**config.mk**
```make
export PLATFORM = sky130hd
export DESIGN_NAME = counter_notification_packetizer
export DESIGN_NICKNAME = d
export VERILOG_FILES = /design/src/rtl/cnp_pkg.sv /design/src/rtl/cnp_bcd_conv.sv /design/src/rtl/counter_notification_packetizer.sv
export SDC_FILE = /design/constraint.sdc
export NUM_CORES = 1
export LEC_CHECK = 0
export BUFFER_PORTS_ARGS = -buffer_cell sky130_fd_sc_hd__buf_2
export CAP_MARGIN = 15
export CORE_MARGIN = 3
export CORE_UTILIZATION = 35
export DETAILED_ROUTE_END_ITERATION = 10
export GPL_ROUTABILITY_DRIVEN = 0
export GPL_TIMING_DRIVEN = 0
export HOLD_SLACK_MARGIN = 0.03
export SETUP_SLACK_MARGIN = 0.5
export SYNTH_ARGS = -nofsm -noshare
export SYNTH_HDL_FRONTEND = slang
export SYNTH_SLANG_ARGS = --single-unit
```
**constraint.sdc**
```tcl
create_clock -name clk -period 5.5 [get_ports clk]
set_clock_uncertainty 0.2 [all_clocks]
set_input_delay 0.825 -clock clk [delete_from_list [all_inputs] [get_ports clk]]
set_output_delay 0.825 -clock clk [all_outputs]
set_load 0.1 [all_outputs]
```
**src/rtl/cnp_pkg.sv**
```systemverilog
package cnp_pkg;

	localparam int PKT_LEN    = 36;
	localparam int PREFIX_LEN = 25;
	localparam int DIGITS     = 10;
	localparam int BIN_W      = 32;
	localparam int STEP_W     = $clog2(BIN_W);
	localparam int CURSOR_W   = 6;
	localparam int HEAD_IDX_W = $clog2(PREFIX_LEN);
	localparam int DIGIT_IDX_W = $clog2(DIGITS);

	localparam logic [31:0] TIMEOUT_RESET = 32'd1000;
	localparam logic [31:0] TIMEOUT_BAD   = 32'h8000_0000;

	localparam logic [7:0] CHAR_ZERO    = 8'h30;
	localparam logic [7:0] CHAR_NEWLINE = 8'h0A;

	localparam logic [1:0] STATUS_IDLE  = 2'd0;
	localparam logic [1:0] STATUS_BUSY  = 2'd1;
	localparam logic [1:0] STATUS_FAULT = 2'd2;

	// Fixed notification header: array of 3, msgid 2, "mon/write", array of 1,
	// 22-byte string opening with the counter label.
	localparam logic [7:0] HEAD_BYTES [PREFIX_LEN] = '{
		8'h93, 8'h02, 8'ha9, 8'h6d, 8'h6f, 8'h6e, 8'h2f, 8'h77, 8'h72, 8'h69,
		8'h74, 8'h65, 8'h91, 8'hb6, 8'h50, 8'h30, 8'h20, 8'h63, 8'h6f, 8'h75,
		8'h6e, 8'h74, 8'h65, 8'h72, 8'h3d
	};

	typedef enum logic [1:0] {
		FUNC_SUBMIT   = 2'd0,
		FUNC_ACCEPT   = 2'd1,
		FUNC_COMPLETE = 2'd2,
		FUNC_TICK     = 2'd3
	} func_t;

	typedef enum logic [2:0] {
		MODE_IDLE  = 3'b001,
		MODE_BUSY  = 3'b010,
		MODE_FAULT = 3'b100
	} mode_t;

	typedef logic [DIGITS-1:0][3:0] digits_t;

	typedef struct packed {
		func_t       func;
		logic [31:0] counter_value;
		logic [31:0] time_now;
		logic [7:0]  accept_count;
	} cnp_in_t;

	typedef struct packed {
		logic       ok;
		logic [7:0] byte_value;
		logic       byte_valid;
		logic [1:0] status_code;
		logic [5:0] bytes_left;
	} cnp_out_t;

endpackage

```
**src/rtl/cnp_bcd_conv.sv**
```systemverilog
module cnp_bcd_conv (
	input  logic                     clk,
	input  logic                     arst_n,
	input  logic                     start,
	input  logic [cnp_pkg::BIN_W-1:0] value,
	output logic                     busy,
	output cnp_pkg::digits_t          digits
);
	import cnp_pkg::*;

	logic [BIN_W-1:0]  bin_q;
	digits_t           bcd_q;
	digits_t           adj;
	logic [4*DIGITS:0] shifted;
	logic [STEP_W-1:0] step_q;
	logic              run_q;

	// Shift-and-add-3: correct every digit, then shift one binary bit in.
	always_comb begin
		for (int i = 0; i < DIGITS; i++) begin
			adj[i] = (bcd_q[i] >= 4'd5) ? bcd_q[i] + 4'd3 : bcd_q[i];
		end
	end

	// Drop the bit shifted out of the top digit.
	assign shifted = {adj, bin_q[BIN_W-1]};

	always_ff @(posedge clk or negedge arst_n) begin
		if (!arst_n) begin
			run_q  <= 1'b0;
			step_q <= '0;
		end else if (start) begin
			run_q  <= 1'b1;
			step_q <= STEP_W'(BIN_W - 1);
		end else if (run_q) begin
			if (step_q == '0) begin
				run_q <= 1'b0;
			end else begin
				step_q <= step_q - 1'b1;
			end
		end
	end

	always_ff @(posedge clk) begin
		if (start) begin
			bin_q <= value;
			bcd_q <= '0;
		end else if (run_q) begin
			bcd_q <= shifted[4*DIGITS-1:0];
			bin_q <= {bin_q[BIN_W-2:0], 1'b0};
		end
	end

	assign busy   = run_q;
	assign digits = bcd_q;

endmodule

```
**src/rtl/counter_notification_packetizer.sv**
```systemverilog
// Counter notification packetizer.
// Input channel in_valid/in_stall/in_data carries one command beat: submit,
// byte accepted, complete or time tick. Every command beat yields exactly
// one result beat on out_valid/out_stall/out_data with ok, the packet byte
// at the cursor, its valid flag, the status and the bytes still to send.
// A submit taken while idle runs a 32-step shift-and-add-3 conversion that
// corrects all ten digits in parallel at every step; the next beat is taken
// only once its result has moved into the output register. Every other
// command's result is formed from the registered beat, and the next beat is
// likewise taken only once that result has moved into the output register.
// The user writes the timeout register via cfg_wr_en/cfg_wr_data only
// while the block is idle; the block does not enforce this. A value of
// zero or at least 2^31 puts it into fault. Reset sets the timeout to 1000,
// the status to idle and the cursor to 0. Fault holds until reset.
// A stalled result waits in the output register; the block takes no new
// command until that result can be moved into it.
module counter_notification_packetizer (
	input  logic              clk,
	input  logic              arst_n,
	input  logic              in_valid,
	output logic              in_stall,
	input  cnp_pkg::cnp_in_t  in_data,
	output logic              out_valid,
	input  logic              out_stall,
	output cnp_pkg::cnp_out_t out_data,
	input  logic              cfg_wr_en,
	input  logic [31:0]       cfg_wr_data
);
	import cnp_pkg::*;

	typedef enum logic [2:0] {
		SEQ_IDLE = 3'b001,
		SEQ_CONV = 3'b010,
		SEQ_EMIT = 3'b100
	} seq_t;

	seq_t                seq_q;
	cnp_in_t             item_q;
	mode_t               mode_q;
	logic [CURSOR_W-1:0] cursor_q;
	logic [31:0]         start_q;
	logic [31:0]         timeout_q;
	logic                out_valid_q;
	cnp_out_t            out_q;

	logic                in_beat;
	logic                conv_start;
	logic                conv_busy;
	digits_t             digits;
	logic                emit;
	mode_t               mode_n;
	logic [CURSOR_W-1:0] cursor_n;
	logic                ok_n;
	logic [31:0]         elapsed;
	logic                busy_n;
	logic                valid_n;
	logic [7:0]          byte_n;
	logic [CURSOR_W-1:0] dig_off;
	logic [DIGIT_IDX_W-1:0] dig_idx;
	logic [1:0]          status_n;
	cnp_out_t            result;

	assign in_stall   = (seq_q != SEQ_IDLE);
	assign in_beat    = in_valid && !in_stall;
	assign conv_start = in_beat && (in_data.func == FUNC_SUBMIT) && (mode_q == MODE_IDLE);
	assign emit       = (seq_q == SEQ_EMIT) && (!out_valid_q || !out_stall);

	cnp_bcd_conv u_conv (
		.clk    (clk),
		.arst_n (arst_n),
		.start  (conv_start),
		.value  (in_data.counter_value),
		.busy   (conv_busy),
		.digits (digits)
	);

	assign elapsed = item_q.time_now - start_q;

	always_comb begin
		mode_n   = mode_q;
		cursor_n = cursor_q;
		ok_n     = 1'b0;
		case (item_q.func)
			FUNC_SUBMIT: begin
				if (mode_q == MODE_IDLE) begin
					mode_n   = MODE_BUSY;
					cursor_n = '0;
					ok_n     = 1'b1;
				end
			end
			FUNC_ACCEPT: begin
				if (mode_q != MODE_BUSY || cursor_q >= CURSOR_W'(PKT_LEN)
						|| item_q.accept_count != 8'd1) begin
					mode_n = MODE_FAULT;
				end else begin
					cursor_n = cursor_q + 1'b1;
				end
			end
			FUNC_COMPLETE: begin
				if (mode_q != MODE_BUSY || cursor_q != CURSOR_W'(PKT_LEN)) begin
					mode_n = MODE_FAULT;
				end else begin
					mode_n = MODE_IDLE;
					ok_n   = 1'b1;
				end
			end
			FUNC_TICK: begin
				if (mode_q == MODE_BUSY && elapsed >= timeout_q) begin
					mode_n = MODE_FAULT;
				end
			end
			default: begin
				mode_n = MODE_FAULT;
			end
		endcase
	end

	// Packet byte at the new cursor: header, then digits, then newline.
	assign busy_n  = (mode_n == MODE_BUSY);
	assign valid_n = busy_n && (cursor_n < CURSOR_W'(PKT_LEN));
	assign dig_off = cursor_n - CURSOR_W'(PREFIX_LEN);
	assign dig_idx = DIGIT_IDX_W'(DIGITS - 1) - dig_off[DIGIT_IDX_W-1:0];

	always_comb begin
		if (!valid_n) begin
			byte_n = 8'h00;
		end else if (cursor_n < CURSOR_W'(PREFIX_LEN)) begin
			byte_n = HEAD_BYTES[cursor_n[HEAD_IDX_W-1:0]];
		end else if (cursor_n < CURSOR_W'(PREFIX_LEN + DIGITS)) begin
			byte_n = CHAR_ZERO | {4'h0, digits[dig_idx]};
		end else begin
			byte_n = CHAR_NEWLINE;
		end
	end

	always_comb begin
		case (mode_n)
			MODE_IDLE:  status_n = STATUS_IDLE;
			MODE_BUSY:  status_n = STATUS_BUSY;
			MODE_FAULT: status_n = STATUS_FAULT;
			default:    status_n = STATUS_FAULT;
		endcase
	end

	always_comb begin
		result.ok          = ok_n;
		result.byte_value  = byte_n;
		result.byte_valid  = valid_n;
		result.status_code = status_n;
		result.bytes_left  = busy_n ? (CURSOR_W'(PKT_LEN) - cursor_n) : '0;
	end

	always_ff @(posedge clk or negedge arst_n) begin
		if (!arst_n) begin
			seq_q <= SEQ_IDLE;
		end else begin
			case (seq_q)
				SEQ_IDLE: begin
					if (conv_start) begin
						seq_q <= SEQ_CONV;
					end else if (in_beat) begin
						seq_q <= SEQ_EMIT;
					end
				end
				SEQ_CONV: begin
					if (!conv_busy) begin
						seq_q <= SEQ_EMIT;
					end
				end
				SEQ_EMIT: begin
					if (emit) begin
						seq_q <= SEQ_IDLE;
					end
				end
				default: begin
					seq_q <= SEQ_IDLE;
				end
			endcase
		end
	end

	always_ff @(posedge clk) begin
		if (in_beat) begin
			item_q <= in_data;
		end
	end

	always_ff @(posedge clk or negedge arst_n) begin
		if (!arst_n) begin
			mode_q    <= MODE_IDLE;
			cursor_q  <= '0;
			start_q   <= '0;
			timeout_q <= TIMEOUT_RESET;
		end else begin
			// Bad timeout value drops the block into fault at once.
			if (cfg_wr_en && (cfg_wr_data == '0 || cfg_wr_data >= TIMEOUT_BAD)) begin
				mode_q <= MODE_FAULT;
			end else if (emit) begin
				mode_q <= mode_n;
			end
			if (emit) begin
				cursor_q <= cursor_n;
				if (ok_n && item_q.func == FUNC_SUBMIT) begin
					start_q <= item_q.time_now;
				end
			end
			if (cfg_wr_en) begin
				timeout_q <= cfg_wr_data;
			end
		end
	end

	always_ff @(posedge clk or negedge arst_n) begin
		if (!arst_n) begin
			out_valid_q <= 1'b0;
		end else if (emit) begin
			out_valid_q <= 1'b1;
		end else if (!out_stall) begin
			out_valid_q <= 1'b0;
		end
	end

	always_ff @(posedge clk) begin
		if (emit) begin
			out_q <= result;
		end
	end

	assign out_valid = out_valid_q;
	assign out_data  = out_q;

	a_conv_in_seq: assert property (@(posedge clk) disable iff (!arst_n)
		conv_busy |-> seq_q == SEQ_CONV)
		else $error("conversion running outside its sequencer state");

	a_cursor_range: assert property (@(posedge clk) disable iff (!arst_n)
		cursor_q <= CURSOR_W'(PKT_LEN))
		else $error("byte cursor past packet end");

	a_fault_sticky: assert property (@(posedge clk) disable iff (!arst_n)
		mode_q == MODE_FAULT |=> mode_q == MODE_FAULT)
		else $error("fault left without reset");

	a_ok_not_fault: assert property (@(posedge clk) disable iff (!arst_n)
		out_valid && out_data.ok |-> out_data.status_code != STATUS_FAULT)
		else $error("ok reported with fault status");

endmodule
```
== Word-level counts from Yosys, hierarchy flattened ==
Memory sizes are Yosys's and may differ from the RTL's.
Index checks and enable logic that the tools add are counted.

* Flip-flop bits (word level): 215
* Memories: 1
* ROM bits: 256

* Eq/ne operators: 19
* Mux-type cells: 45
* Add/subtract/negate cells: 16
* Reduce and logical (&&, ||, !) cells: 25
* Bitwise gates (word level): 1
* Order comparisons: 18

{| class="wikitable"
|+ Memories
! name !! words !! width !! rd ports !! clocked after Yosys merged registers in !! wr ports !! RTL line !! source
|-
| (no name shown) || 32 || 8 || 1 || 0 || 0 || counter_notification_packetizer.sv:128 || <nowiki>byte_n = HEAD_BYTES[cursor_n[HEAD_IDX_W-1:0]];</nowiki>
|}

{| class="wikitable"
|+ Operator list
! operator !! count
|-
| $mux 32 || 2
|-
| $ge 4x3->1 const B || 10
|-
| $mux 4 || 10
|-
| $add 4x2->4 const B || 9
|-
| $mux 3 || 11
|-
| $ge 32x32->1 || 1
|-
| $ge 32x32->1 const B || 1
|-
| $logic_not 32->1 || 1
|-
| $sub 32x32->32 || 1
|-
| $mux 8 || 3
|-
| $mux 6 || 3
|-
| $bmux 4 s4 || 1
|-
| $mux 5 || 3
|-
| $ge 6x6->1 const B || 2
|-
| $lt 6x6->1 const B || 2
|-
| $pmux 3 s4 || 1
|-
| $pmux 6 s2 || 1
|-
| $eq 3x1->1 const B || 3
|-
| $eq 3x2->1 const B || 3
|-
| $pmux 3 s3 || 1
|-
| $logic_and 1x1->1 || 8
|-
| $ne 8x1->1 const B || 1
|-
| $mux 1 || 7
|-
| $add 6x1->6 const B || 1
|-
| 26 further kinds || 38
|}

== Depth between registers and ports, before layout ==
* Depth in word-level cells: 11
* Gate-level depth with buffers: 22
* Mapped depth without buffers: 22

== Modules after synthesis ==
From an unflattened synthesis, not the netlist that was laid out.

* Cells, all modules: 1245
* Area, all modules: 12549.5 sq um

{| class="wikitable"
|+ Modules (own cells, without submodules)
! module !! area an instance (sq um) !! cells an instance !! instances !! seq. area each (sq um)
|-
| counter_notification_packetizer || 8516.9 || 850 || 1 || 3738.6
|-
| cnp_bcd_conv || 4032.6 || 395 || 1 || 1911.8
|}

== Least setup slack after synthesis ==
Ideal clock, no wire load.

* Kind: register to register
* Start: register item_q[15] (netlist name)
* End: register out_q (netlist bit out_data[9]), data pin
* Data required time: 5.041 ns
* Period minus slack after synthesis: 4.571 ns
* Slack: 0.929 ns
* Cell stages (with the launch flop): 18
* Path buffers: 0
* Arrival time: 4.112 ns
* Cells stage by stage: edfxtp_1 ha_1 a21o_1 a221oi_1 o21ba_2 a31oi_1 o41ai_1 a21oi_1 a311o_1 ha_1 and4_1 nand4_1 o211ai_1 a211oi_1 nor2_1 inv_1 and2_1 o2bb2ai_1

* Cells in the longest elaborated chain, start to end: 7

{| class="wikitable"
|+ Ends and longest elaborated chain
! element !! RTL line !! source
|-
| start, declared || counter_notification_packetizer.sv:38 || <nowiki>cnp_in_t item_q;</nowiki>
|-
| start signal, assigned || counter_notification_packetizer.sv:184 || <nowiki>item_q <= in_data;</nowiki>
|-
| $sub 32x32->32 || counter_notification_packetizer.sv:77 || <nowiki>assign elapsed = item_q.time_now - start_q;</nowiki>
|-
| $ge 32x32->1 || counter_notification_packetizer.sv:108 || <nowiki>if (mode_q == MODE_BUSY && elapsed >= timeout_q) begin</nowiki>
|-
| $logic_and 1x1->1 || counter_notification_packetizer.sv:108 ||
|-
| $mux 3 || counter_notification_packetizer.sv:108 ||
|-
| $pmux 3 s4 || counter_notification_packetizer.sv:83 || <nowiki>case (item_q.func)</nowiki>
|-
| $eq 3x2->1 || counter_notification_packetizer.sv:119 || <nowiki>assign busy_n = (mode_n == MODE_BUSY);</nowiki>
|-
| $logic_and 1x1->1 || counter_notification_packetizer.sv:120 || <nowiki>assign valid_n = busy_n && (cursor_n < CURSOR_W'(PKT_LEN));</nowiki>
|-
| end signal, assigned || counter_notification_packetizer.sv:225 || <nowiki>out_q <= result;</nowiki>
|-
| end, declared || counter_notification_packetizer.sv:44 || <nowiki>cnp_out_t out_q;</nowiki>
|}

Every way passes these cells.
A chain may end at the register's enable or synchronous reset.

== Worst setup path in the final report ==
* Start: register item_q[12] (netlist name)
* End: register out_q (netlist bit out_data[16]), data pin

The elaborated chain is that of the path after synthesis.

==> results.py <==
metrics = {
    "outcome": {
        "status": "finished clean",
    },
    "placed_design": {
        "dp.cells": 1897,
        "post-dp-hpwl_um": 22000,
        "port_buffers": 129,
    },
    "power": {
        "internal-power_w": 0.00392,
        "peakVddDrop_mv": 0.247,
        "seqPwrFrac": 0.394,
        "switching_share": 0.345,
        "p_sw_w": 0.00206,
        "clockPowerShare": 0.286,
        "cellLeakagePower_nw": 6.42,
        "p_comb_frac": 0.319,
        "power_density_nw_per_um2": 397,
    },
    "layout": {
        "drive_above_1_share": 0.194,
        "post-route-util": 0.431,
        "area_delta_synth_final_pct": 20.0,
        "nets": 1686,
        "layout.cells.non_filler": 1957,
    },
    "clocking": {
        "insertion_delay_ps": 540,
        "clk_pin_slew_worst_paths_ps": 60,
        "clock-sinks": 215,
        "clockBufferDepth": 3,
        "clockRootBuffer": "clkbuf_16",
        "numCtsBuffers": 26,
        "htree_levels": 1,
        "cts_tree": "built",
    },
    "logic_synthesis": {
        "synth_cells": 1309,
        "synth_warnings": 0,
        "netlist_area_um2": 12600,
        "synth-seq-area-share": 0.450,
        "ys_types": 84,
        "synth_edf_count": 92,
        "ys_seq_elements": 215,
        "synthFlopType": "edfxtp_1",
        "syn-mean-instance-area_um2": 9.60,
        "async_flop_share": 0.386,
        "synth_fp_nets": 1514,
    },
    "worst_setup_path": {
        "endpoint_kind": "flip-flop",
        "worstPathCellList": "ha_4 > a21o_1 > a21o_1 > o2111ai_1 > a211o_1 > a311o_1 > a21boi_2 > nand4_1 > o211ai_1 > ha_1 > a21o_1 > a221o_1 > a21oi_2 > o211ai_1 > buf_4 > a211oi_4 > nor2_4 > or2_4 > nor3_4",
        "cpMostUsedCell": "a21o_1",
        "arrival_ps": 4990,
        "critical_path.max_stage_delay_ps": 450,
        "critical_path.max_fanout": 5,
        "critPathKind": "reg2reg",
        "worstSetupStartpointType": "flip-flop",
        "cp.required_ps": 5670,
        "crit_path_top_delay_cell": "a311o_1",
    },
    "sta": {
        "setup_tns_ps": 0,
        "setup_viol": 0,
        "finalHoldViolations": 0,
        "grt_setup_unrepaired": "no",
        "fmax_mhz": 207,
        "slew_viol_final": 0,
        "period_share": 0.876,
        "worst_pin_slew_ps": 1040,
        "period_minus_slack_ps": 4820,
        "relSlewSlack": 0.296,
    },
    "flow_run": {
        "drv_cap": 0,
    },
    "global_route": {
        "grt_pass1_vias": 9640,
        "grt-ovfl-total": 0,
        "track_usage": 0.151,
        "antenna_found_initial": 1,
        "grt_max_degree": 61,
        "grt_pass1_wl_um": 48100,
    },
    "routing": {
        "firstDrtPassIters": 6,
        "postRouteAntennaNets": 0,
        "routed-wl-met2_um": 14400,
        "wl_per_cell_um": 15.2,
        "met3_length_um": 1560,
        "wl_met1_um": 13300,
        "drt_iter0_drc": 683,
        "top_layer_used": "met5",
        "postRouteWirelength_um": 29800,
        "viasPerCell": 5.05,
        "vias": 9889,
        "drc_errors": 0,
    },
    "floorplanning": {
        "rows": 68,
        "die_x_um": 195,
        "core_um2": 35000,
        "initial_core_util": 0.359,
        "pin_count": 131,
        "die_area_um2": 38200,
        "die_y_um": 195,
    },
    "hold_path": {
        "hp-class": "in2reg",
    },
}
placed cells by master (no fill, tap or decap), drive strengths merged, types with 5 or more instances in the layout:
| cell type | instances |
|---|---|
| o21a | 8 |
| mux2 | 34 |
| buf | 156 |
| o211ai | 12 |
| edfxtp | 92 |
| nand4 | 10 |
| ha | 93 |
| xnor2 | 30 |
| dfxtp | 40 |
| a31oi | 9 |
| mux4 | 8 |
| inv | 115 |
| nand3 | 28 |
| nor2 | 83 |
| nor4 | 16 |
| clkbuf | 69 |
| a211oi | 5 |
| nand3b | 6 |
| clkinv | 8 |
| nor3 | 21 |
| o21ai | 101 |
| nand2b | 17 |
| nor3b | 6 |
| a2111oi | 5 |
| nor2b | 12 |
| nand2 | 212 |
| dfstp | 8 |
| a21oi | 80 |
| a21o | 19 |
| xor2 | 17 |
| dfrtp | 75 |
| mux2i | 24 |
| and3 | 7 |
power groups by stage:
stage | sequential (W) | combinational [W] | clock (W)
6_report | 0.00236 | 0.00191 | 0.00171
5_1_grt | 0.00241 | 0.00219 | 0.00183
4_1_cts | 0.00235 | 0.00187 | 0.00177
3_5_place_dp | 0.00238 | 0.00186 | 0
3_3_place_gp | 0.00238 | 0.00177 | 0
2_1_floorplan | 0.00234 | 0.00138 | 0
routing by layer:
layer / global-route usage / vias to the layer above
met5: 0 / -
met4: 0.0393 / 2
met3: 0.0240 / 45
met2: 0.263 / 194
met1: 0.196 / 4664
li1: - / 4984
area by class of cell:
class                      count  area, um2
fill                        3410      19900
multi-input combinational    935       6550
sequential                   215       5650
timing repair buffer         144        820
clock buffer                  37        753
tap                          455        569
inverter                     114        428
buffer                        45        198
clock inverter                11        106
antenna                        1       2.50
cells by family (layout without fill, tap and decap cells):
logic type / count (synthesis) / in the layout / share of synthesized area
buffers and inverters: 159 / 351 / 0.0498
other: 0 / 1 / 0
DFF: 215 / 215 / 0.450
AOI/OAI and AO/OA: 291 / 291 / 0.147
adders and majority gates: 94 / 94 / 0.0942
muxes: 66 / 66 / 0.0639
and+or+nand+nor: 437 / 437 / 0.162
xor gates and xnor gates: 47 / 47 / 0.0333
worst max-delay path: cells and delay by family, from the launching register on:
family                   cells  cell delay, ps
adder cells (fa/ha/maj)      2             620
flip-flops                   1             440
AO/OA/AOI/OAI               12            2610
buffers and inverters        1             170
AND/OR/NAND/NOR              4             620
what timing repair did:
action / in CTS / in global routing
hold buffers: 1 / 0
buffers inserted: 2 / 8
hold endpoints to repair: 22 / 0
endpoints found under the setup margin: 19 / 15
resized for setup: 7 / 44
pin swaps: 2 / 28
state kept, by name, summed over array words and instances (netlist names):
name and count:
u_conv.digits 40, cursor_q 6, out_valid 1, seq_q 3, item_q 42, mode_q 3
timeout_q 32, u_conv.busy 1, u_conv.step_q 5, out_data 18, start_q 32, u_conv.bin_q 32
cells in the mapped netlist (4+ instances only):
library cell,number,area share
a2111oi_0,5,0.0035
a211o_1,4,0.0028
a211oi_1,5,0.0030
a21boi_0,4,0.0024
a21o_1,19,0.011
a21oi_1,78,0.031
a31oi_1,9,0.0045
and3_1,7,0.0035
and4_1,4,0.0028
buf_1,7,0.0021
clkbuf_1,32,0.0096
dfrtp_1,75,0.15
dfstp_2,8,0.017
dfxtp_1,40,0.064
edfxtp_1,92,0.22
ha_1,93,0.093
inv_1,111,0.033
mux2_2,33,0.030
mux2i_1,24,0.019
mux4_2,8,0.014
nand2_1,212,0.063
nand2b_1,17,0.0085
nand3_1,28,0.011
nand3b_1,6,0.0036
nand4_1,9,0.0045
nor2_1,83,0.025
nor2b_1,12,0.0060
nor3_1,21,0.0084
nor3b_1,4,0.0024
nor4_1,15,0.0075
o211ai_1,12,0.0072
o21a_1,8,0.0048
o21ai_0,95,0.038
o21ai_1,6,0.0024
o41ai_1,4,0.0028
xnor2_1,29,0.020
xor2_1,17,0.012
path summary, 6_finish.rpt:
check                                                from                        endpoint  slack [ps]  depth (start not counted)
max                                  item_q[12]$_DFFE_PP_      out_data[16]$_SDFFCE_PP0P_         680                         19
min                                           in_data[38]            item_q[38]$_DFFE_PP_         260                          1
max reg2reg                          item_q[12]$_DFFE_PP_      out_data[16]$_SDFFCE_PP0P_         680                         19
min reg2reg                u_conv.digits[39]$_SDFFE_PP0P_  u_conv.digits[39]$_SDFFE_PP0P_         290                          2
max in group asynchronous                          arst_n        timeout_q[9]$_DFFE_PN1P_        3880                          3
min in group asynchronous                          arst_n    u_conv.step_q[1]$_DFFE_PN0P_         550                          2
through the flow:
step           area [um2]  hold slack (ps)  total power (W)  setup slack [ps]
6_report            15100              260          0.00598               679
3_3_place_gp        13800              272          0.00415              -164
4_1_cts             14800              223          0.00600               506
2_1_floorplan       12600              244          0.00372               929
5_1_grt             15100              236          0.00643               467
3_5_place_dp        13900              279          0.00424              -206
Note: power is estimated with default switching activity, not from simulation.
